===== src/rtl/adw_pkg.sv =====
// shared constants and cell word types for the adam weight update pipeline
package adw_pkg;

    localparam int DW = 32;                 // data field width
    localparam int FB = 24;                 // fraction bits
    localparam int WDW = 16;                // weight decay width
    localparam int RW = 28;                 // square root result width
    localparam int QW = 34;                 // quotient bits before clamping
    localparam int PW = 64;                 // step product width
    localparam int IDXW = 2;                // config index width

    localparam logic [IDXW-1:0] REG_STEP_SIZE = 2'd0;
    localparam logic [IDXW-1:0] REG_DECAY_COEF = 2'd1;

    localparam logic signed [29:0] COEF_M = 30'sd429496730;   // 0.1 in q0.32
    localparam logic signed [23:0] COEF_V = 24'sd4294967;     // 0.001 in q0.32

    typedef struct packed {
        logic signed [DW-1:0] w;
        logic signed [DW-1:0] mn;
        logic [DW-1:0]        vn;
        logic                 last;
        logic                 sat;
    } t_side;

    typedef struct packed {
        logic [2*RW-1:0] x;
        logic [RW+1:0]   rem;
        logic [RW-1:0]   root;
        logic [PW-1:0]   prods;
        t_side           side;
    } t_sq;

    typedef struct packed {
        logic [RW:0]   d;
        logic [RW:0]   rem;
        logic [QW-1:0] nq;
        logic          ovf;
        t_side         side;
    } t_dv;

endpackage


===== src/rtl/adw_div_cell.sv =====
// divider cell: one restoring quotient bit per cell
module adw_div_cell
    import adw_pkg::*;
(
    input  logic i_clk,
    input  logic i_rst_n,
    input  logic i_en,
    input  logic i_valid,
    input  t_dv  i_dv,
    output logic o_valid,
    output t_dv  o_dv
);

    logic        r_valid;
    t_dv         r_dv;
    t_dv         n_dv;
    logic [RW+1:0] cur;

    always_comb begin
        n_dv = i_dv;
        cur = {i_dv.rem, i_dv.nq[QW-1]};
        // dividend bits leave the top of nq while quotient bits enter below
        if (cur >= {1'b0, i_dv.d}) begin
            n_dv.rem = (RW+1)'(cur - {1'b0, i_dv.d});
            n_dv.nq = {i_dv.nq[QW-2:0], 1'b1};
        end else begin
            n_dv.rem = cur[RW:0];
            n_dv.nq = {i_dv.nq[QW-2:0], 1'b0};
        end
    end

    always_ff @(posedge i_clk) begin
        if (!i_rst_n) begin
            r_valid <= 1'b0;
        end else if (i_en) begin
            r_valid <= i_valid;
        end
    end

    always_ff @(posedge i_clk) begin
        if (i_en) begin
            r_dv <= n_dv;
        end
    end

    assign o_valid = r_valid;
    assign o_dv = r_dv;

endmodule


===== config.mk =====
export PLATFORM = sky130hd
export DESIGN_NAME = adw_div_cell
export DESIGN_NICKNAME = d
export VERILOG_FILES = /design/src/rtl/adw_pkg.sv /design/src/rtl/adw_div_cell.sv
export SDC_FILE = /design/constraint.sdc
export NUM_CORES = 1
export LEC_CHECK = 0
export BUFFER_PORTS_ARGS = -buffer_cell sky130_fd_sc_hd__buf_2
export CAP_MARGIN = 20
export CORE_ASPECT_RATIO = 0.5
export CORE_MARGIN = 2
export CORE_UTILIZATION = 46
export CTS_CLUSTER_SIZE = 30
export DETAILED_ROUTE_END_ITERATION = 8
export HOLD_SLACK_MARGIN = 0.08
export PLACE_DENSITY = 0.8
export SLEW_MARGIN = 5
export SYNTH_ARGS = -nofsm -noshare
export SYNTH_HDL_FRONTEND = slang
export SYNTH_SLANG_ARGS = --single-unit

===== constraint.sdc =====
create_clock -name i_clk -period 3.4 [get_ports i_clk]
set_input_delay 0.34 -clock i_clk [delete_from_list [all_inputs] [get_ports i_clk]]
set_output_delay 0.34 -clock i_clk [all_outputs]
set_load 0.01 [all_outputs]

## After elaboration in Yosys (flattened, before gate mapping)

Cells that the tools add are included.

- Output and inout bits: 192
- Bits in registers: 192
- Word-level logic and storage cells: 13
- Input bits: 195

- Add/sub/neg operators: 1
- Order comparisons: 1
- Muxes and demuxes: 1

Operators by type and width:

| operator | number |
|---|---|
| 63-bit two-way mux | 1 |
| 30-bit by 29-bit >= comparator with 1-bit output | 1 |
| 29-bit subtractor | 1 |

## Longest topological paths before layout

Gate-level depths: netlist of the first run.

- Depth in word-level cells: 2
- Mapped depth: 12
- Mapped depth without buffers: 11

## Least setup slack after synthesis of the first run

No wires, ideal clock.

- Path kind: input port to flip-flop
- Start: in i_dv[132] (netlist bit)
- End: reg r_dv, in the netlist o_dv[134] (data pin)
- Setup slack: 0.699 ns
- Library setup time: 0.262 ns
- Data arrival time: 2.439 ns
- Path buffers: 1
- Cell stages on the path: 12
- Required time: 3.138 ns
- Path through: inv_1 -> ha_1 -> inv_1 -> fa_1 -> a21oi_1 -> o21ai_0 -> a21oi_1 -> o221ai_1 -> o2111ai_1 -> nand3_1 -> buf_2 -> mux2_1

RTL lines:

| element | RTL line | source |
|---|---|---|
| from (decl) | adw_div_cell.sv:9 | `input t_dv i_dv,` |
| to (signal assigned) | adw_div_cell.sv:42 | `r_dv <= n_dv;` |
| to (decl) | adw_div_cell.sv:15 | `t_dv r_dv;` |

==> impl_metrics.json, run 1 <==
{
  "worstPathMaxFanout": 16,
  "drv_cap": 0,
  "htreeDepth": 4,
  "holdWs_ps": 92.5,
  "cpMaxStageDelayCell": "dlygate4sd3_1",
  "tightestPinTransition_ps": 813,
  "yosys.cell_count.top_type": "edfxtp_1",
  "setup-violations-final": 0,
  "coreArea_sq_mm": 0.0166,
  "rsz0062_at_grt": "no",
  "grt_max_degree": 100,
  "hold_buffers": 98,
  "layout.nets": 1250,
  "synth-edff-count": 191,
  "hpwl_mm": 16.7,
  "area_growth_pct": 51.1,
  "port_buffers": 386,
  "dieHeight_um": 96.8,
  "avgSynthCellArea_sq_um": 15.6,
  "drt-total-wl_mm": 25.3,
  "die_w_um": 190,
  "irDropWorstVdd_v": 0.000362,
  "numCtsBuffers": 17,
  "drt-initial-drc-count": 453,
  "synth_top_area_share_pct": 72.4,
  "io-pin-count": 387,
  "dr.pass1.iters": 5,
  "slew_headroom_pct": 45.8,
  "clkSlewWorstSetupHoldPaths_ps": 70,
  "slew_viol_final": 0,
  "skew_ps": 0,
  "route.detailed.drc": 0,
  "fillerInstances": 1111,
  "hold_violations": 0,
  "first_global_vias": 6439,
  "clockBufferDepth": 2,
  "die_area_sq_mm": 0.0183,
  "crit_arrival_ps": 3380,
  "fmax_ghz": 0.312,
  "clkSinkCount": 192,
  "async_flop_share_pct": 0,
  "netlist_instances": 507,
  "cts_root_buf": "clkbuf_16",
  "cts_resized": 0,
  "p_leak_nw": 5.32,
  "ys_top_cells_by_area": "edfxtp_1, ha_1, mux2_1",
  "min_path_type": "in2reg",
  "cp-end-kind": "flip-flop",
  "yosys_most_used_dff": "edfxtp_1",
  "synth_top_cell_by_area": "edfxtp_1",
  "clock_latency_ps": 440,
  "fin_ws_ps": 195,
  "grt_usage_pct": 26.0,
  "place_ws_ps": 256,
  "post_synth_instance_area_sq_mm": 0.00792,
  "ys_ff_latch": 192,
  "antenna_found_initial": 1,
  "yosysSeqAreaShare_pct": 72.7,
  "path_delay_family": "buffers and inverters",
  "multi_input_area_sq_mm": 0.00196,
  "finalSetupTns_ps": 0,
  "overflow": 0,
  "max_stage_delay_ps": 560,
  "powerDensity_mw_per_mm2": 509,
  "path_buf_inv": 4,
  "seqCellArea_sq_mm": 0.00576,
  "post_cts_buffers": 0,
  "start_util_pct": 47.7,
  "cp_cell_sequence": "dlygate4sd3_1 -> buf_2 -> inv_1 -> ha_1 -> and3_1 -> nor3b_2 -> nand4_1 -> o221ai_1 -> o2111ai_1 -> nand3_1 -> buf_4 -> mux2_1",
  "drtAntennaViolNets": 0,
  "syn_nets": 732,
  "final_util_pct": 72.1,
  "ys_warn_count": 0,
  "synth_commonest_cells": "edfxtp_1, inv_1, ha_1, nand2_1, mux2_1",
  "fin_crit_sh_pct": 94.3,
  "grt_pass1_wl_mm": 36.0,
  "synth_cell_types": 50,
  "rows": 33,
  "period_needed_ps": 3200,
  "status": "complete, no violations",
  "vias": 6554,
  "path_class": "in2reg",
  "gp_congestion": 0.909,
  "crit_required_ps": 3580,
  "wl_per_cell_um": 20.0,
  "cts_tree": "built",
  "drive_above_1_share_pct": 41.0,
  "critPathLaunchType": "primary input",
  "viasPerCell": 5.18
}
[flip-flops by register name (all words and copies together), names as in the netlist]
register and cells:
o_dv 191, o_valid 1
[cells by family (layout without fill, tap and decap cells)]
group           after synthesis  after routing  share of synthesized area (%)
simple gates                 92             92                           5.67
xor+xnor                     21             21                           2.32
other cells                   0              1                              0
compound gates               91             91                           7.73
fa+ha+maj                    30             30                           4.84
mux                          30             30                           4.24
flops                       192            192                           72.7
buf+inv                      51            582                           2.51
[routing by layer]
metal / wire, um / GRT usage [%] / vias to the layer above
li1: - / - / 2967
met1: 9520 / 30.5 / 3221
met2: 13300 / 46.7 / 315
met3: 1890 / 7.55 / 51
met4: 506 / 6.80 / 0
met5: 0 / 0 / -
[layout by cell type (no fill, tap or decap), types with 10 or more instances in the layout]
cell	synthesis	final
a21o_1	16	16
a21oi_1	24	24
and3_1	10	10
buf_2	6	385
clkbuf_16	0	17
dlygate4sd3_1	0	119
edfxtp_1	191	191
ha_1	29	29
inv_1	40	40
mux2_1	27	27
nand2_1	29	29
nor2_1	19	19
o21ai_0	12	12
xnor2_1	10	10
xor2_1	11	11
[final timing paths]
kind              slack, ps            startpoint  cells after the start                    to
setup reg to reg       2790  o_valid$_SDFFE_PN0P_                      2  o_valid$_SDFFE_PN0P_
setup / recovery        200             i_dv[179]                     12   o_dv[154]$_DFFE_PP_
hold / removal           90             i_dv[131]                      1   o_dv[132]$_DFFE_PP_
hold reg to reg         550  o_valid$_SDFFE_PN0P_                      2  o_valid$_SDFFE_PN0P_
[layout make-up]
type                       instances  area share (%)
antenna                            1          0.0209
inverter                          40            1.26
multi-input combinational        264            16.4
clock buffer                      17            3.56
sequential                       192            48.1
clock inverter                    15            1.65
tap                              227            2.37
timing repair buffer             510            26.6
[power by group]
part / switching (W) / total, W / leakage, nW / internal, W
clock network: 0.000975 / 0.00210 / 0.298 / 0.00112
registers: 0.0000635 / 0.00292 / 1.88 / 0.00286
logic: 0.000578 / 0.00107 / 3.14 / 0.000491
total: 0.00162 / 0.00609 / 5.32 / 0.00447
[worst reg2reg max path: stages (launching register included)]
cell and delay [ps]:
dfxtp_1 320, mux2i_1 130, nor2b_1 60
[stage by stage]
step                std cells  total power [W]  cell area, sq um
finish                   1266          0.00609             12000
global route             1265          0.00631             12000
CTS                      1244          0.00606             11700
detailed placement       1114          0.00390             10100
global placement         1114          0.00387             10100
floorplan                 507          0.00342              7920
No activity file was read; power rests on OpenSTA's default activity.
==> run 2: changes to the inputs <==
- CAP_MARGIN: 20 -> unset
- GPL_TIMING_DRIVEN: unset -> 0
==> run 2 against run 1 <==
- first-iteration DRC count down 13%
- non-clock buffer count down 15
- cell count down 1.3%
- routed wire length down 1.3%
- critical endpoint is now o_dv[152]$_DFFE_PP_
==> impl_metrics.json, run 2 (synthesis gave the netlist of run 1 again) <==
{
  "die_area_sq_mm": 0.0183,
  "area_growth_pct": 48.3,
  "htreeDepth": 4,
  "drv_cap": 0,
  "powerDensity_mw_per_mm2": 514,
  "hold_end": "o_dv[92]$_DFFE_PP_",
  "start_util_pct": 47.7,
  "wl_per_cell_um": 19.9,
  "drt-initial-drc-count": 393,
  "port_buffers": 386,
  "diodes": 0,
  "drive_above_1_share_pct": 41.6,
  "hold_violations": 0,
  "crit_required_ps": 3570,
  "rrSetupSlack_ps": 2800,
  "place_area_sq_mm": 0.0102,
  "clkSlewWorstSetupHoldPaths_ps": 70,
  "finalSetupTns_ps": 0,
  "worstRegToRegCells": 2,
  "fin_crit_sh_pct": 85.9,
  "grt_max_degree": 119,
  "dr.pass1.iters": 6,
  "r2r-start": "o_valid$_SDFFE_PN0P_",
  "met3_length_mm": 1.38,
  "hpwl_mm": 16.5,
  "layout.nets": 1235,
  "largest_reg_flops": 191,
  "antenna_found_initial": 0,
  "min_path_type": "in2reg",
  "post_cts_buffers": 0,
  "fin_ws_ps": 478,
  "place_ws_ps": 67.6,
  "path_delay_family": "compound AO/OA/AOI/OAI gates",
  "clock_latency_ps": 420,
  "fillerInstances": 1140,
  "cts_tree": "built",
  "viasPerCell": 5.12,
  "clockBufferDepth": 2,
  "crit_arrival_ps": 3090,
  "routed-wl-met2_mm": 13.4,
  "vias": 6396,
  "grt_usage_pct": 25.6,
  "r2r-end": "o_valid$_SDFFE_PN0P_",
  "rows": 33,
  "cp_cell_sequence": "buf_2 -> inv_1 -> ha_1 -> inv_1 -> fa_1 -> a21oi_1 -> o21ai_0 -> a21oi_1 -> o221ai_1 -> o2111ai_1 -> nand3_1 -> buf_2 -> mux2_1",
  "final_design_area_no_fill_sq_mm": 0.0117,
  "first_global_vias": 6434,
  "tightestPinTransition_ps": 621,
  "fmax_ghz": 0.342,
  "dp_cells": 1121,
  "hold_path_depth": 1,
  "final_common_cell": "buf_2",
  "rsz0062_at_grt": "no",
  "worstPathMaxFanout": 10,
  "dieHeight_um": 96.8,
  "numCtsBuffers": 17,
  "mostFrequentLayoutCells": "buf_2, edfxtp_1, dlygate4sd3_1",
  "path_buf_inv": 4,
  "cpMaxStageDelayCell": "fa_1",
  "slew_headroom_pct": 58.6,
  "status": "complete, no violations",
  "cts_root_buf": "clkbuf_16",
  "skew_ps": 0,
  "critPathLaunchType": "primary input",
  "slew_viol_final": 0,
  "overflow": 0,
  "coreArea_sq_mm": 0.0166,
  "gp_congestion": 0.910,
  "max_stage_delay_ps": 400,
  "met1_length_mm": 9.75,
  "drt-total-wl_mm": 24.9,
  "irDropWorstVdd_v": 0.000337,
  "io-pin-count": 387,
  "setup-violations-final": 0,
  "final_cells": 1250,
  "highest-signal-layer": "met4",
  "grt_pass1_wl_mm": 35.6,
  "period_needed_ps": 2920,
  "die_w_um": 190,
  "drtAntennaViolNets": 0,
  "path_class": "in2reg",
  "hold_start": "i_dv[92]",
  "p_leak_nw": 5.23,
  "cp-end-kind": "flip-flop",
  "route.detailed.drc": 0,
  "clkSinkCount": 192
}
## run 2: cell type report
class                           count  area (sq um)  share of cell area, %
Sequential cell                   192          5760                   49.0
Timing Repair Buffer              484          2940                   25.0
Multi-Input combinational cell    264          1960                   16.7
Clock buffer                       18           429                   3.65
Tap cell                          227           284                   2.42
Clock inverter                     14           173                   1.47
Inverter                           40           150                   1.28
Buffer                             11          48.8                  0.416
## run 2: routing by layer
layer | GRT usage, % | vias to the layer above
li1 | - | 2935
met1 | 31.1 | 3160
met2 | 46.7 | 263
met3 | 4.72 | 38
met4 | 7.45 | 0
met5 | 0 | -
## run 2: per-stage QoR
step                      utilization [%]  power [W]  hold WS, ps
after global routing                 70.8    0.00624         76.6
after detailed placement             61.3    0.00389          518
after global placement               61.1    0.00387          497
final                                70.8    0.00603         90.8
after floorplan                         -    0.00342          439
after CTS                            70.0    0.00601         80.1
## run 2: worst max path at each step
stage | startpoint | endpoint | slack, ps | cells after the start
after detailed placement | i_dv[132] | o_dv[153]$_DFFE_PP_ | 70 | 13
after global routing | i_dv[132] | o_dv[154]$_DFFE_PP_ | 280 | 13
after CTS | i_dv[132] | o_dv[153]$_DFFE_PP_ | 510 | 13
final | i_dv[132] | o_dv[152]$_DFFE_PP_ | 480 | 13
after global placement | i_en | o_valid$_SDFFE_PN0P_ | -400 | 3
after floorplan | i_dv[132] | o_dv[134]$_DFFE_PP_ | 700 | 12
## run 2: repair_timing
item,in CTS,in global routing
resized for setup,0,0
endpoints found under the hold margin,85,12
hold buffers,85,12
## run 2: report_power, final
part | internal (W) | leakage, nW | switching [W] | total, W
combinational | 0.000473 | 3.06 | 0.000570 | 0.00104
clock | 0.00112 | 0.293 | 0.000956 | 0.00207
sequential | 0.00286 | 1.88 | 0.0000632 | 0.00292
total | 0.00444 | 5.23 | 0.00159 | 0.00603
==> run 3: changes to the inputs <==
- CORE_UTILIZATION: 46 -> 48
- CTS_BUF_LIST: unset -> sky130_fd_sc_hd__clkbuf_8
- PLACE_DENSITY: 0.8 -> 0.83
- RECOVER_POWER: unset -> 100
- TNS_END_PERCENT: unset -> 10
==> run 3 against run 2 <==
- the flow now finishes with violations (capacitance limit, slew limit)
- highest routed layer unchanged
- critical path type unchanged
- first-iteration DRC count grew 32%
- design area grew 0.73%
- utilization increased by 2.0 points
- fmax shrank 9.3%
- sequential cell count unchanged
==> impl_metrics.json, run 3 (synthesis gave the netlist of run 1 again) <==
{
  "status": "finished with violations",
  "violations": "capacitance limit, slew limit",
  "place_area_sq_mm": 0.0102,
  "fmax_ghz": 0.310,
  "antenna_found_initial": 1,
  "clockBufferDepth": 2,
  "mostFrequentLayoutCells": "clkbuf_1, edfxtp_1, dlygate4sd3_1",
  "cp-end-kind": "flip-flop",
  "htreeDepth": 4,
  "irDropWorstVdd_v": 0.000281,
  "die_area_sq_mm": 0.0176,
  "critPathLaunchType": "primary input",
  "power.share.combinational_pct": 19.4,
  "p_sw_share_pct": 29.1,
  "first_global_vias": 6790,
  "slew_viol_final": 101,
  "gp_congestion": 0.951,
  "port_buffers": 386,
  "crit_required_ps": 3610,
  "drv_cap": 1,
  "grt_usage_pct": 28.5,
  "p_leak_nw": 4.74,
  "overflow": 0,
  "layout.nets": 1295,
  "fillerInstances": 1164,
  "drive_above_1_share_pct": 18.0,
  "area_growth_pct": 49.4,
  "final_common_cell": "clkbuf_1",
  "post_cts_buffers": 0,
  "dr.pass1.iters": 5,
  "hpwl_mm": 16.9,
  "dp_cells": 1121,
  "final_util_pct": 72.7,
  "path_class": "in2reg",
  "grt_max_degree": 101,
  "tightestPinTransition_ps": 2460,
  "vias": 6798,
  "start_util_pct": 48.7,
  "holdWs_ps": 156,
  "worstPathMaxFanout": 10,
  "route.detailed.drc": 0,
  "powerDensity_mw_per_mm2": 459,
  "place_ws_ps": 108,
  "drt-initial-drc-count": 520,
  "fin_ws_ps": 179,
  "p_seq_share_pct": 54.2,
  "grt_pass1_wl_mm": 37.0,
  "largest_reg_flops": 191,
  "clkSinkCount": 192,
  "fin_crit_sh_pct": 94.7,
  "min_path_type": "in2reg",
  "viasPerCell": 5.18,
  "rows": 33,
  "numCtsBuffers": 17,
  "final_cells": 1312,
  "crit_arrival_ps": 3430,
  "hold_violations": 0,
  "coreArea_sq_mm": 0.0163,
  "cts_tree": "built",
  "rsz0062_at_grt": "no",
  "drt-total-wl_mm": 25.9,
  "final_design_area_no_fill_sq_mm": 0.0118,
  "io-pin-count": 387,
  "period_needed_ps": 3220,
  "wl_per_cell_um": 19.8,
  "p_clk_share_pct": 26.5,
  "cts_root_buf": "clkbuf_8",
  "slew_headroom_pct": -64.3,
  "clock_latency_ps": 440,
  "skew_ps": 0,
  "clkSlewWorstSetupHoldPaths_ps": 110,
  "intPower_w": 0.00385,
  "drtAntennaViolNets": 0,
  "die_w_um": 186,
  "setup-violations-final": 0,
  "dieHeight_um": 94.8,
  "p_switching_w": 0.00158
}
[run 3: layout make-up]
cell class / instances / area [sq um] / share of cell area [%]
clock inverters: 15 / 135 / 1.14
plain buffers: 9 / 43.8 / 0.370
diodes: 2 / 5.00 / 0.0423
flip-flops and latches: 192 / 5760 / 48.7
inverters: 40 / 150 / 1.27
multi-input cells: 264 / 1980 / 16.7
clock buffers: 17 / 234 / 1.98
repair buffers: 546 / 3240 / 27.4
well taps: 227 / 284 / 2.40
[run 3: repair_timing]
| item | in CTS | in global routing |
|---|---|---|
| resized for setup | 0 | 4 |
| hold buffers | 159 | 0 |
| hold endpoints to repair | 159 | 0 |
| setup endpoints to repair | 0 | 27 |
[run 3: metal layers]
layer,track usage [%],vias up,routed length (um)
met1,33.8,3287,9450
met4,8.92,0,691
met5,0,-,0
li1,-,3055,-
met3,8.29,70,2430
met2,50.9,386,13400
[run 3: power groups by stage]
stage	Sequential, W	Combinational (W)	Clock (W)
6_report	0.00294	0.00105	0.00144
2_1_floorplan	0.00308	0.000333	0
4_1_cts	0.00291	0.00109	0.00145
3_3_place_gp	0.00297	0.000898	0
5_1_grt	0.00295	0.00113	0.00154
3_5_place_dp	0.00297	0.000931	0
[run 3: path summary, 6_finish.rpt]
path	start	to	slack, ps	depth (start not counted)
setup / recovery	i_dv[177]	o_dv[151]$_DFFE_PP_	180	13
hold / removal	i_rst_n	o_valid$_SDFFE_PN0P_	160	2
setup reg to reg	o_valid$_SDFFE_PN0P_	o_valid$_SDFFE_PN0P_	2750	2
hold reg to reg	o_valid$_SDFFE_PN0P_	o_valid$_SDFFE_PN0P_	590	2
[run 3: metrics by stage]
step	TNS, ps	total power [W]
after floorplan	0	0.00342
after global placement	-55450	0.00387
after detailed placement	0	0.00390
after CTS	0	0.00545
after global routing	0	0.00563
final	0	0.00542
[run 3: critical path, cell delays in order]
cell	delay, ps
dlygate4sd3_1	540
clkbuf_1	120
inv_1	70
ha_1	260
buf_2	180
and3_1	260
nor3b_4	340
nand4_1	150
o221ai_2	210
o2111ai_1	120
nand3_1	150
buf_2	300
mux2_1	380
