## src/rtl/adw_pkg.sv

```systemverilog
// shared constants and cell word types for the adam weight update pipeline
package adw_pkg;

    localparam int DW = 32;                 // data field width
    localparam int FB = 24;                 // fraction bits
    localparam int WDW = 16;                // weight decay width
    localparam int RW = 28;                 // square root result width
    localparam int QW = 34;                 // quotient bits before clamping
    localparam int PW = 64;                 // step product width
    localparam int IDXW = 2;                // config index width

    localparam logic [IDXW-1:0] REG_STEP_SIZE = 2'd0;
    localparam logic [IDXW-1:0] REG_DECAY_COEF = 2'd1;

    localparam logic signed [29:0] COEF_M = 30'sd429496730;   // 0.1 in q0.32
    localparam logic signed [23:0] COEF_V = 24'sd4294967;     // 0.001 in q0.32

    typedef struct packed {
        logic signed [DW-1:0] w;
        logic signed [DW-1:0] mn;
        logic [DW-1:0]        vn;
        logic                 last;
        logic                 sat;
    } t_side;

    typedef struct packed {
        logic [2*RW-1:0] x;
        logic [RW+1:0]   rem;
        logic [RW-1:0]   root;
        logic [PW-1:0]   prods;
        t_side           side;
    } t_sq;

    typedef struct packed {
        logic [RW:0]   d;
        logic [RW:0]   rem;
        logic [QW-1:0] nq;
        logic          ovf;
        t_side         side;
    } t_dv;

endpackage

```

## src/rtl/adw_sqrt_cell.sv

```systemverilog
// square root cell: settles one root bit from two radicand bits
module adw_sqrt_cell
    import adw_pkg::*;
(
    input  logic i_clk,
    input  logic i_rst_n,
    input  logic i_en,
    input  logic i_valid,
    input  t_sq  i_sq,
    output logic o_valid,
    output t_sq  o_sq
);

    logic        r_valid;
    t_sq         r_sq;
    t_sq         n_sq;
    logic [RW+3:0] cur;
    logic [RW+3:0] trial;

    always_comb begin
        n_sq = i_sq;
        cur = {i_sq.rem, i_sq.x[2*RW-1 -: 2]};
        trial = {2'b00, i_sq.root, 2'b01};
        n_sq.x = {i_sq.x[2*RW-3:0], 2'b00};
        if (cur >= trial) begin
            n_sq.rem = (RW+2)'(cur - trial);
            n_sq.root = {i_sq.root[RW-2:0], 1'b1};
        end else begin
            n_sq.rem = cur[RW+1:0];
            n_sq.root = {i_sq.root[RW-2:0], 1'b0};
        end
    end

    always_ff @(posedge i_clk) begin
        if (!i_rst_n) begin
            r_valid <= 1'b0;
        end else if (i_en) begin
            r_valid <= i_valid;
        end
    end

    always_ff @(posedge i_clk) begin
        if (i_en) begin
            r_sq <= n_sq;
        end
    end

    assign o_valid = r_valid;
    assign o_sq = r_sq;

endmodule

```

## config.mk

```make
export PLATFORM = sky130hd
export DESIGN_NAME = adw_sqrt_cell
export DESIGN_NICKNAME = d
export VERILOG_FILES = /design/src/rtl/adw_pkg.sv /design/src/rtl/adw_sqrt_cell.sv
export SDC_FILE = /design/constraint.sdc
export NUM_CORES = 1
export LEC_CHECK = 0
export BUFFER_PORTS_ARGS = -buffer_cell sky130_fd_sc_hd__buf_2
export CAP_MARGIN = 25
export CORE_AREA = 2 2 216 218
export CTS_CLUSTER_SIZE = 14
export DETAILED_ROUTE_END_ITERATION = 10
export DIE_AREA = 0 0 218 220
export RECOVER_POWER = 50
export SYNTH_ARGS = -nofsm -noshare
export SYNTH_HDL_FRONTEND = slang
export SYNTH_SLANG_ARGS = --single-unit
```

## constraint.sdc

```tcl
create_clock -name i_clk -period 3.3 [get_ports i_clk]
set_input_delay 0.33 -clock i_clk [delete_from_list [all_inputs] [get_ports i_clk]]
set_output_delay 0.33 -clock i_clk [all_outputs]
set_load 0.01 [all_outputs]
```

After elaboration in Yosys (flattened, before gate mapping)
Cells that the tools add are included.
{"block": "classes", "magnitude_cmp": 1, "n_addsub": 1, "n_mux": 1}
{"operator": "58-bit two-way mux", "count": 1}
{"operator": "32-bit by 30-bit greater-or-equal comparator with 1-bit output", "count": 1}
{"operator": "30-bit subtractor", "count": 1}
{"block": "word_totals", "output_inout_bits": 277, "register_bits": 275, "word_cells": 13}

Longest topological paths before layout
Gate-level depths: netlist of the first run.
{"block": "logic_depth", "word_depth": 2, "mapped_depth": 12, "mapped_depth_nobuf": 10}

Worst setup path after synthesis of the first run
No wires, ideal clock.
{"block": "synth_path", "kind": "input port to flip-flop", "start": "in i_sq[162] (netlist bit)", "end": "reg r_sq, in the netlist o_sq[215] (data pin)", "setup_time_ns": 0.266, "slack_ns": 0.751, "stages": 9, "n_path_buf": 0, "t_required_ns": 3.034, "arrival_ns": 2.283, "cell_sequence": "inv_1 -> ha_1 -> o21ai_0 -> a211oi_2 -> a32o_2 -> a2111oi_4 -> or4_4 -> a2111oi_4 -> nor3_1"}
{"item": "start: declaration", "line": "adw_sqrt_cell.sv:9", "rtl": "input t_sq i_sq,"}
{"item": "end signal: assignment", "line": "adw_sqrt_cell.sv:44", "rtl": "r_sq <= n_sq;"}
{"item": "end: declaration", "line": "adw_sqrt_cell.sv:15", "rtl": "t_sq r_sq;"}

==> flow_summary.yaml, run 1 <==
finish:
  layout.cells.most_common_list: "508 x sky130_fd_sc_hd__buf_2, 274 x sky130_fd_sc_hd__edfxtp_1, 239 x sky130_fd_sc_hd__dlygate4sd3_1, 48 x sky130_fd_sc_hd__a21oi_1, 48 x sky130_fd_sc_hd__clkbuf_1"
  final_layout_size_suffix_gt1_frac: 0.391
  design.final.nets: 1776
  synth_to_final_area_change_pct: 66.7
  fin_util: 0.384
  final_common_cell: "sky130_fd_sc_hd__buf_2"
die:
  num_io_pins: 557
  die-height_um: 220
  floorplan.rows: 79
  placeableCoreArea_sq_um: 45900
  die-area_sq_um: 48000
  starting_density: 0.230
  die_width_um: 218
logic_synthesis:
  synth_area_per_cell_sq_um: 16.5
  synth_cells: 640
  number_of_synthesized_register_bits: 275
  post_synth_instance_area_sq_um: 10600
  netlist-cell-type-count: 61
  yosys_warnings: 0
  post_synth_top_flop: "sky130_fd_sc_hd__edfxtp_1"
  postSynth.asyncResetShare: 0
  ys_seq_area_frac: 0.781
  synth-edff-count: 274
detailed_routing:
  detailedRoute.firstIterationViolations: 632
  route.detailed.drc: 0
  routed_wl_mm: 43.7
  route.detailed.wl_per_inst_um: 20.8
  via_count: 8970
  drt-vias-per-instance: 4.27
  detailedRoute.firstPassIterationCount: 5
  postRouteAntennaNets: 0
clocking:
  cts.sink_count: 275
  cts_tree: "done"
  postCtsSetupBuffers: 0
  worst_skew_pair.late_latency_ns: 0.53
  clock_path_buffers: 3
  numCtsBuffers: 35
  ctsHtreeMaxLevel: 2
  clkSlewWorstSetupHoldPaths_ns: 0.06
  ctsRootBufferMaster: "sky130_fd_sc_hd__clkbuf_16"
outcome:
  failing_checks: "max-capacitance violations, max-slew violations"
  status: "finished with violations"
placed_design:
  portBuffers: 554
  gp_congestion: 0.904
  hpwl_mm: 32.6
critical_path:
  worst_ep_arrival_time_ns: 3.38
  critical-path-top-delay-family: "compound AO/OA/AOI/OAI gates"
  critPathLaunchType: "primary input"
  crit_path_max_fanout: 12
  critical_path_required_ns: 3.58
  worst_r2r_path_depth: 2
  max_stage_delay_ns: 0.53
  kind_of_end_point_of_the_critical_path: "register"
  sequence_of_cells_on_the_critical_path: "dlygate4sd3_1, buf_2, inv_1, ha_1, a21oi_1, o211ai_1, a21boi_1, o211ai_1, o21ai_2, buf_4, buf_4, a21oi_1, a22o_1"
  cp_num_cells: 13
  crit_path_top_delay_cell: "sky130_fd_sc_hd__dlygate4sd3_1"
  worstSetupPathType: "in2reg"
  cp.buffers_inverters: 5
run:
  timing.max_cap.violations: 1
timing:
  layout_worst_path_cycle_share: 0.939
  report.final.slew_viol_count: 80
  finalSetupTns_ns: 0
  report.final.hold_viol_count: 0
  clock_skew_ns: 0
  timing.slew.headroom: -0.375
  worst_pin_slew_ns: 2.06
  setup_violations: 0
  period_minus_slack_ns: 3.10
  timing.fmax_ghz: 0.323
  grt_setup_unrepaired: "false"
grt:
  grtUsageTotal: 0.172
  first_global_vias: 9085
  global_route_wire_length_before_repair_mm: 59.2
  antenna_found_initial: 13
  grt_remaining_overflow: 0
  largest_net_degree_at_the_start_of_global_routing: 80
power_and_ir_drop:
  power_per_cell_area_nw_per_um2: 557
  total_leakage_power_nw: 7.40
  vdd.ir_drop.worst_uv: 348
hold_path:
  hold_path.class: "in2reg"
  min_path_cells: 3
## tightest hold or removal path, stage by stage
cell	delay (ns)
sky130_fd_sc_hd__buf_2	0.07
sky130_fd_sc_hd__mux2i_1	0.06
sky130_fd_sc_hd__nor2b_1	0.11
## flip-flops by register name, indices dropped and copies added, names as in the netlist
name	cells
o_sq	274
o_valid	1
## synthesized netlist by cell type, types with 4 or more instances
| cell type | number | area (sq um) |
|---|---|---|
| sky130_fd_sc_hd__nand2_1 | 27 | 101 |
| sky130_fd_sc_hd__buf_4 | 5 | 37.5 |
| sky130_fd_sc_hd__a31oi_1 | 5 | 31.3 |
| sky130_fd_sc_hd__xor2_1 | 8 | 70.1 |
| sky130_fd_sc_hd__edfxtp_1 | 274 | 8230 |
| sky130_fd_sc_hd__o21ai_1 | 8 | 40.0 |
| sky130_fd_sc_hd__xnor2_1 | 12 | 105 |
| sky130_fd_sc_hd__o21ai_0 | 19 | 95.1 |
| sky130_fd_sc_hd__a21o_1 | 10 | 75.1 |
| sky130_fd_sc_hd__a211oi_1 | 5 | 37.5 |
| sky130_fd_sc_hd__nand3_1 | 5 | 25.0 |
| sky130_fd_sc_hd__ha_1 | 30 | 375 |
| sky130_fd_sc_hd__o31ai_1 | 4 | 30.0 |
| sky130_fd_sc_hd__nor2_1 | 36 | 135 |
| sky130_fd_sc_hd__inv_1 | 39 | 146 |
| sky130_fd_sc_hd__nor3_1 | 14 | 70.1 |
| sky130_fd_sc_hd__nand4_1 | 4 | 25.0 |
| sky130_fd_sc_hd__nor4_1 | 4 | 25.0 |
| sky130_fd_sc_hd__a21oi_1 | 48 | 240 |
| sky130_fd_sc_hd__clkbuf_1 | 4 | 15.0 |
| sky130_fd_sc_hd__and3_1 | 4 | 25.0 |
| sky130_fd_sc_hd__o211ai_1 | 6 | 45.0 |
| sky130_fd_sc_hd__or3_1 | 4 | 25.0 |
| sky130_fd_sc_hd__and4_1 | 5 | 43.8 |
| sky130_fd_sc_hd__buf_2 | 7 | 35.0 |
## power by group
part / internal, W / switching (W)
Combinational: 0.000717 / 0.000915
Sequential: 0.00422 / 0.0000831
Clock: 0.00232 / 0.00154
## path summary, 6_finish.rpt
check             from        end  slack, ns
max reg2reg    o_valid    o_valid       2.68
min            i_valid    o_valid       0.08
min reg2reg    o_valid    o_valid       0.56
max          i_sq[177]  o_sq[210]       0.20
## metal layers
metal	GRT usage	vias to the layer above	part of all wire
li1	-	4127	-
met4	0.0680	18	0.033
met1	0.188	4336	0.36
met3	0.0520	86	0.079
met5	0	-	0.0026
met2	0.309	403	0.52
## cells by family after synthesis
family / count (synthesis) / share of synthesized area
flops: 275 / 0.781
buf+inv: 56 / 0.0225
xor+xnor: 20 / 0.0166
simple gates: 125 / 0.0608
mux: 2 / 0.00190
fa+ha+maj: 30 / 0.0355
other cells: 1 / 0.000355
compound gates: 131 / 0.0814
## through the flow
step	std cells	hold slack (ns)	area, sq um	worst slack, ns	total power, W
after global routing	2102	0.0545	17600	0.0168	0.0102
after floorplan	641	0.429	10600	0.751	0.00498
after global placement	1797	0.506	14100	0.391	0.00577
after detailed placement	1797	0.508	14100	0.249	0.00579
final	2102	0.0777	17600	0.200	0.00980
after CTS	2098	0.00405	17700	0.293	0.00997
## layout make-up
class                   count  area, sq um
fillers                  4388        28300
flip-flops and latches    275         8250
repair buffers            804         5200
multi-input cells         310         2080
clock buffers              41          920
well taps                 607          759
clock inverters            22          231
inverters                  40          150
diodes                      3         7.51
## what timing repair did
| item | CTS | global route |
|---|---|---|
| resized for setup | 0 | 0 |
| hold buffers | 238 | 1 |
| endpoints found under the hold margin | 238 | 1 |
Note: power is estimated with default switching activity, not from simulation.
==> run 2, diff against run 1 <==
CORE_AREA = 2 2 218 220   (was 2 2 216 218)
DIE_AREA = 0 0 220 222   (was 0 0 218 220)
PLACE_DENSITY = 0.54   (was not set)
==> flow_summary.yaml, run 2 (synthesized netlist as in run 1, its figures left out) <==
outcome:
  status: "finished with violations"
  failing_checks: "max-capacitance violations, max-slew violations"
finish:
  final_common_cell: "sky130_fd_sc_hd__buf_2"
  flip_flop_count_of_the_largest_register_all_copies_and_words_added: 274
  layout.cells.most_common_list: "522 x sky130_fd_sc_hd__buf_2, 274 x sky130_fd_sc_hd__edfxtp_1, 240 x sky130_fd_sc_hd__dlygate4sd3_1, 47 x sky130_fd_sc_hd__a21oi_1, 39 x sky130_fd_sc_hd__inv_1"
  stdcell_area_sq_um: 17700
  synth_to_final_area_change_pct: 67.4
  number_of_fill_cells: 4457
  design.final.nets: 1784
  final_layout_size_suffix_gt1_frac: 0.401
die:
  placeableCoreArea_sq_um: 46300
  die_width_um: 220
  die-area_sq_um: 48800
  floorplan.rows: 79
  starting_density: 0.228
  die-height_um: 222
  num_io_pins: 557
clocking:
  postCtsSetupBuffers: 0
  clkSlewWorstSetupHoldPaths_ns: 0.05
  cts_tree: "done"
  worst_skew_pair.late_latency_ns: 0.53
  clock_path_buffers: 3
  numCtsBuffers: 35
  ctsHtreeMaxLevel: 2
  cts.sink_count: 275
  ctsRootBufferMaster: "sky130_fd_sc_hd__clkbuf_16"
grt:
  largest_net_degree_at_the_start_of_global_routing: 92
  first_global_vias: 9102
  grtUsageTotal: 0.165
  grt_remaining_overflow: 0
  antenna_found_initial: 13
  global_route_wire_length_before_repair_mm: 58.6
critical_path:
  sequence_of_cells_on_the_critical_path: "dlygate4sd3_1, clkbuf_1, inv_1, ha_1, and4_1, and3_1, a32o_2, a2111oi_4, or4_4, a2111oi_4, nor3_1"
  critical-path-top-delay-family: "simple AND/OR/NAND/NOR gates"
  worstSetupPathType: "in2reg"
  max_stage_delay_ns: 0.61
  kind_of_end_point_of_the_critical_path: "register"
  cp.buffers_inverters: 3
  worst_ep_arrival_time_ns: 3.27
  crit_path_top_delay_cell: "sky130_fd_sc_hd__dlygate4sd3_1"
  crit_path_max_fanout: 6
  timing.critical_path.mode_cell: "sky130_fd_sc_hd__a2111oi_4"
  critPathLaunchType: "primary input"
  critical_path_required_ns: 3.56
hold_path:
  hold_path.class: "in2reg"
detailed_routing:
  route.detailed.drc: 0
  route.detailed.wl_per_inst_um: 20.2
  highest-signal-layer: "met5"
  routed-wl-met2_mm: 21.4
  postRouteAntennaNets: 0
  routed_wl_mm: 42.7
  drt-vias-per-instance: 4.22
  routed-wl-met3_mm: 3.49
  detailedRoute.firstPassIterationCount: 5
  detailedRoute.firstIterationViolations: 532
  via_count: 8926
  routedLengthMet1_mm: 15.1
timing:
  period_minus_slack_ns: 3.01
  timing.fmax_ghz: 0.332
  report.final.slew_viol_count: 90
  timing.slew.headroom: -0.729
  setup_violations: 0
  grt_setup_unrepaired: "false"
  clock_skew_ns: 0
  report.final.hold_viol_count: 0
  finalSetupTns_ns: 0
  layout_worst_path_cycle_share: 0.913
  worst_pin_slew_ns: 2.59
placed_design:
  hpwl_mm: 31.6
  portBuffers: 554
  dpl-instance-area_sq_um: 14200
  gp_congestion: 0.875
power_and_ir_drop:
  power_per_cell_area_nw_per_um2: 552
  total_leakage_power_nw: 7.46
  vdd.ir_drop.worst_uv: 423
run:
  timing.max_cap.violations: 1
==> run 2: worst paths after layout <==
path | startpoint | end | slack [ns] | depth (start not counted)
setup / recovery | i_sq[165] | o_sq[215] | 0.29 | 11
hold / removal | i_valid | o_valid | 0.07 | 3
setup reg to reg | o_valid | o_valid | 2.66 | 2
hold reg to reg | o_valid | o_valid | 0.53 | 2
==> run 2: final cells by class <==
| type | count | area [sq um] | area share |
|---|---|---|---|
| flip-flops and latches | 275 | 8250 | 0.466 |
| repair buffers | 812 | 5280 | 0.298 |
| multi-input cells | 310 | 2080 | 0.118 |
| clock buffers | 41 | 920 | 0.0520 |
| well taps | 607 | 759 | 0.0429 |
| clock inverters | 22 | 223 | 0.0126 |
| inverters | 40 | 150 | 0.00849 |
| diodes | 9 | 22.5 | 0.00127 |
==> run 2: layer usage <==
layer  vias to the layer above  GRT usage
met4                        10      0.113
li1                       4154          -
met1                      4237      0.173
met5                         -          0
met3                        94     0.0473
met2                       431      0.286
==> run 2: report_power, final <==
group          total [W]  internal [W]  leakage [nW]  switching [W]
registers        0.00431       0.00422          2.69      0.0000856
logic            0.00163      0.000724          4.22       0.000907
clock network    0.00381       0.00231         0.550        0.00150
==> run 2: worst min-delay path, stage by stage <==
cell and delay (ns):
sky130_fd_sc_hd__buf_2 0.08, sky130_fd_sc_hd__mux2i_1 0.06, sky130_fd_sc_hd__nor2b_1 0.09
==> run 2: metrics by stage <==
stage | setup WS (ns) | hold slack (ns) | instances | power [W] | utilization
after CTS | 0.274 | 0.000646 | 2107 | 0.00993 | 0.384
after global routing | 0.0855 | 0.0575 | 2114 | 0.0102 | 0.382
after detailed placement | 0.297 | 0.508 | 1804 | 0.00579 | 0.307
after floorplan | 0.751 | 0.429 | 641 | 0.00498 | -
after global placement | 0.346 | 0.506 | 1804 | 0.00577 | 0.307
final | 0.288 | 0.0722 | 2116 | 0.00975 | 0.382
==> run 2: repair_timing <==
action / in CTS / in global routing
hold buffers: 240 / 0
gates resized for setup: 0 / 1
endpoints found under the hold margin: 240 / 0
endpoints found under the setup margin: 0 / 1
==> run 3, diff against run 2 <==
MAX_ROUTING_LAYER = met4   (was not set)
==> flow_summary.yaml, run 3 (synthesized netlist as in run 1, its figures left out) <==
outcome:
  status: "finished with violations"
  failing_checks: "max-capacitance violations, max-slew violations"
detailed_routing:
  via_count: 8942
  detailedRoute.firstIterationViolations: 559
  detailedRoute.firstPassIterationCount: 5
  postRouteAntennaNets: 0
  route.detailed.wl_per_inst_um: 20.1
  routed_wl_mm: 42.7
  drt-vias-per-instance: 4.22
  route.detailed.drc: 0
power_and_ir_drop:
  vdd.ir_drop.worst_uv: 422
  power_per_cell_area_nw_per_um2: 551
  swShare: 0.256
  totalPowerFinal_w: 0.00975
  internal_pwr_total_w: 0.00726
  total_leakage_power_nw: 7.46
  net-switching-power_w: 0.00249
  seq_power_share: 0.442
  comb_power_share: 0.167
  share_clk_of_total_power: 0.391
timing:
  report.final.slew_viol_count: 90
  worst_pin_slew_ns: 2.57
  period_minus_slack_ns: 3.03
  timing.slew.headroom: -0.715
  finalSetupTns_ns: 0
  hold-worst-slack_ns: 0.0731
  setup_violations: 0
  report.final.hold_viol_count: 0
  grt_setup_unrepaired: "false"
  timing.fmax_ghz: 0.330
  layout_worst_path_cycle_share: 0.919
  clock_skew_ns: 0
die:
  floorplan.rows: 79
  num_io_pins: 557
  die-area_sq_um: 48800
  die-height_um: 222
  placeableCoreArea_sq_um: 46300
  die_width_um: 220
  starting_density: 0.228
critical_path:
  sequence_of_cells_on_the_critical_path: "dlygate4sd3_1, clkbuf_1, inv_1, ha_1, and4_1, and3_1, a32o_2, a2111oi_4, or4_4, a2111oi_4, nor3_1"
  critical_path_required_ns: 3.56
  timing.critical_path.mode_cell: "sky130_fd_sc_hd__a2111oi_4"
  ff2ff_setup_slack_ns: 2.67
  critical_path.reg2reg.endpoint: "o_valid"
  crit_path_max_fanout: 6
  crit_path_top_delay_cell: "sky130_fd_sc_hd__dlygate4sd3_1"
  rr_startpoint: "o_valid"
  worstSetupPathType: "in2reg"
  max_stage_delay_ns: 0.63
  cp.buffers_inverters: 3
  kind_of_end_point_of_the_critical_path: "register"
  worst_setup_path_startpoint: "i_sq[165]"
  critPathLaunchType: "primary input"
  worst_ep_arrival_time_ns: 3.29
  critical-path-top-delay-family: "simple AND/OR/NAND/NOR gates"
  worst_r2r_path_depth: 2
hold_path:
  hold_end: "o_valid"
  hold_path_startpoint: "i_valid"
  min_path_cells: 3
  hold_path.class: "in2reg"
clocking:
  ctsHtreeMaxLevel: 2
  cts.sink_count: 275
  cts_tree: "done"
  numCtsBuffers: 35
  clkSlewWorstSetupHoldPaths_ns: 0.05
  postCtsSetupBuffers: 0
  ctsRootBufferMaster: "sky130_fd_sc_hd__clkbuf_16"
  worst_skew_pair.late_latency_ns: 0.53
  clock_path_buffers: 3
placed_design:
  dp.cells: 1804
  portBuffers: 554
  gp_congestion: 0.890
  hpwl_mm: 31.6
finish:
  final_common_cell: "sky130_fd_sc_hd__buf_2"
  design.final.nets: 1784
  layout.cells.most_common_list: "522 x sky130_fd_sc_hd__buf_2, 274 x sky130_fd_sc_hd__edfxtp_1, 240 x sky130_fd_sc_hd__dlygate4sd3_1, 47 x sky130_fd_sc_hd__a21oi_1, 39 x sky130_fd_sc_hd__inv_1"
  flip_flop_count_of_the_largest_register_all_copies_and_words_added: 274
  finalNonFillerCells: 2121
  synth_to_final_area_change_pct: 67.6
  final_layout_size_suffix_gt1_frac: 0.401
grt:
  largest_net_degree_at_the_start_of_global_routing: 92
  global_route_wire_length_before_repair_mm: 58.6
  grt_remaining_overflow: 0
  antenna_found_initial: 13
  grtUsageTotal: 0.170
  first_global_vias: 9079
run:
  timing.max_cap.violations: 1
==> run 3: cell types whose count changed in the layout (fill, tap and decap cells not counted), sizes merged <==
cell	before	now
diode	9	14
==> run 3: layout make-up <==
cell class | count | area [sq um]
multi-input cells | 310 | 2080
inverters | 40 | 150
flip-flops and latches | 275 | 8250
repair buffers | 812 | 5280
clock inverters | 22 | 223
fillers | 4456 | 28600
diodes | 14 | 35.0
well taps | 607 | 759
clock buffers | 41 | 920
==> run 3: power groups by stage <==
stage	clock [W]	sequential, W	combinational [W]
after detailed placement	0	0.00437	0.00141
after CTS	0.00396	0.00431	0.00166
after global placement	0	0.00437	0.00140
after global routing	0.00406	0.00434	0.00176
after floorplan	0	0.00455	0.000426
final	0.00381	0.00431	0.00163
==> run 3: what timing repair did <==
item	CTS	global route
hold buffers	240	0
setup endpoints to repair	0	1
hold endpoints to repair	240	0
resized for setup	0	1
==> run 3: worst max-delay path by stage <==
stage	endpoint	slack [ns]	cells after the start
finish	o_sq[215]	0.27	11
CTS	o_sq[215]	0.27	12
global placement	o_sq[210]	0.35	11
global route	o_sq[215]	0.08	12
detailed placement	o_sq[215]	0.30	11
floorplan	o_sq[215]	0.75	9
==> run 3: metal layers <==
metal | GRT usage | up-vias | part of all wire
met5 | - | - | 0
li1 | - | 4157 | -
met2 | 0.285 | 436 | 0.50
met3 | 0.0446 | 89 | 0.074
met1 | 0.175 | 4260 | 0.36
met4 | 0.113 | 0 | 0.063
==> run 3: worst register-to-register path: stages, from the launching register on <==
cell,delay [ns]
sky130_fd_sc_hd__dfxtp_1,0.33
sky130_fd_sc_hd__mux2i_1,0.07
sky130_fd_sc_hd__nor2b_1,0.17
==> run 3: stage by stage <==
stage	setup slack, ns	area, sq um	util
global placement	0.346	14200	0.307
CTS	0.274	17700	0.384
finish	0.268	17700	0.383
floorplan	0.751	10600	-
detailed placement	0.297	14200	0.307
global route	0.0754	17700	0.383
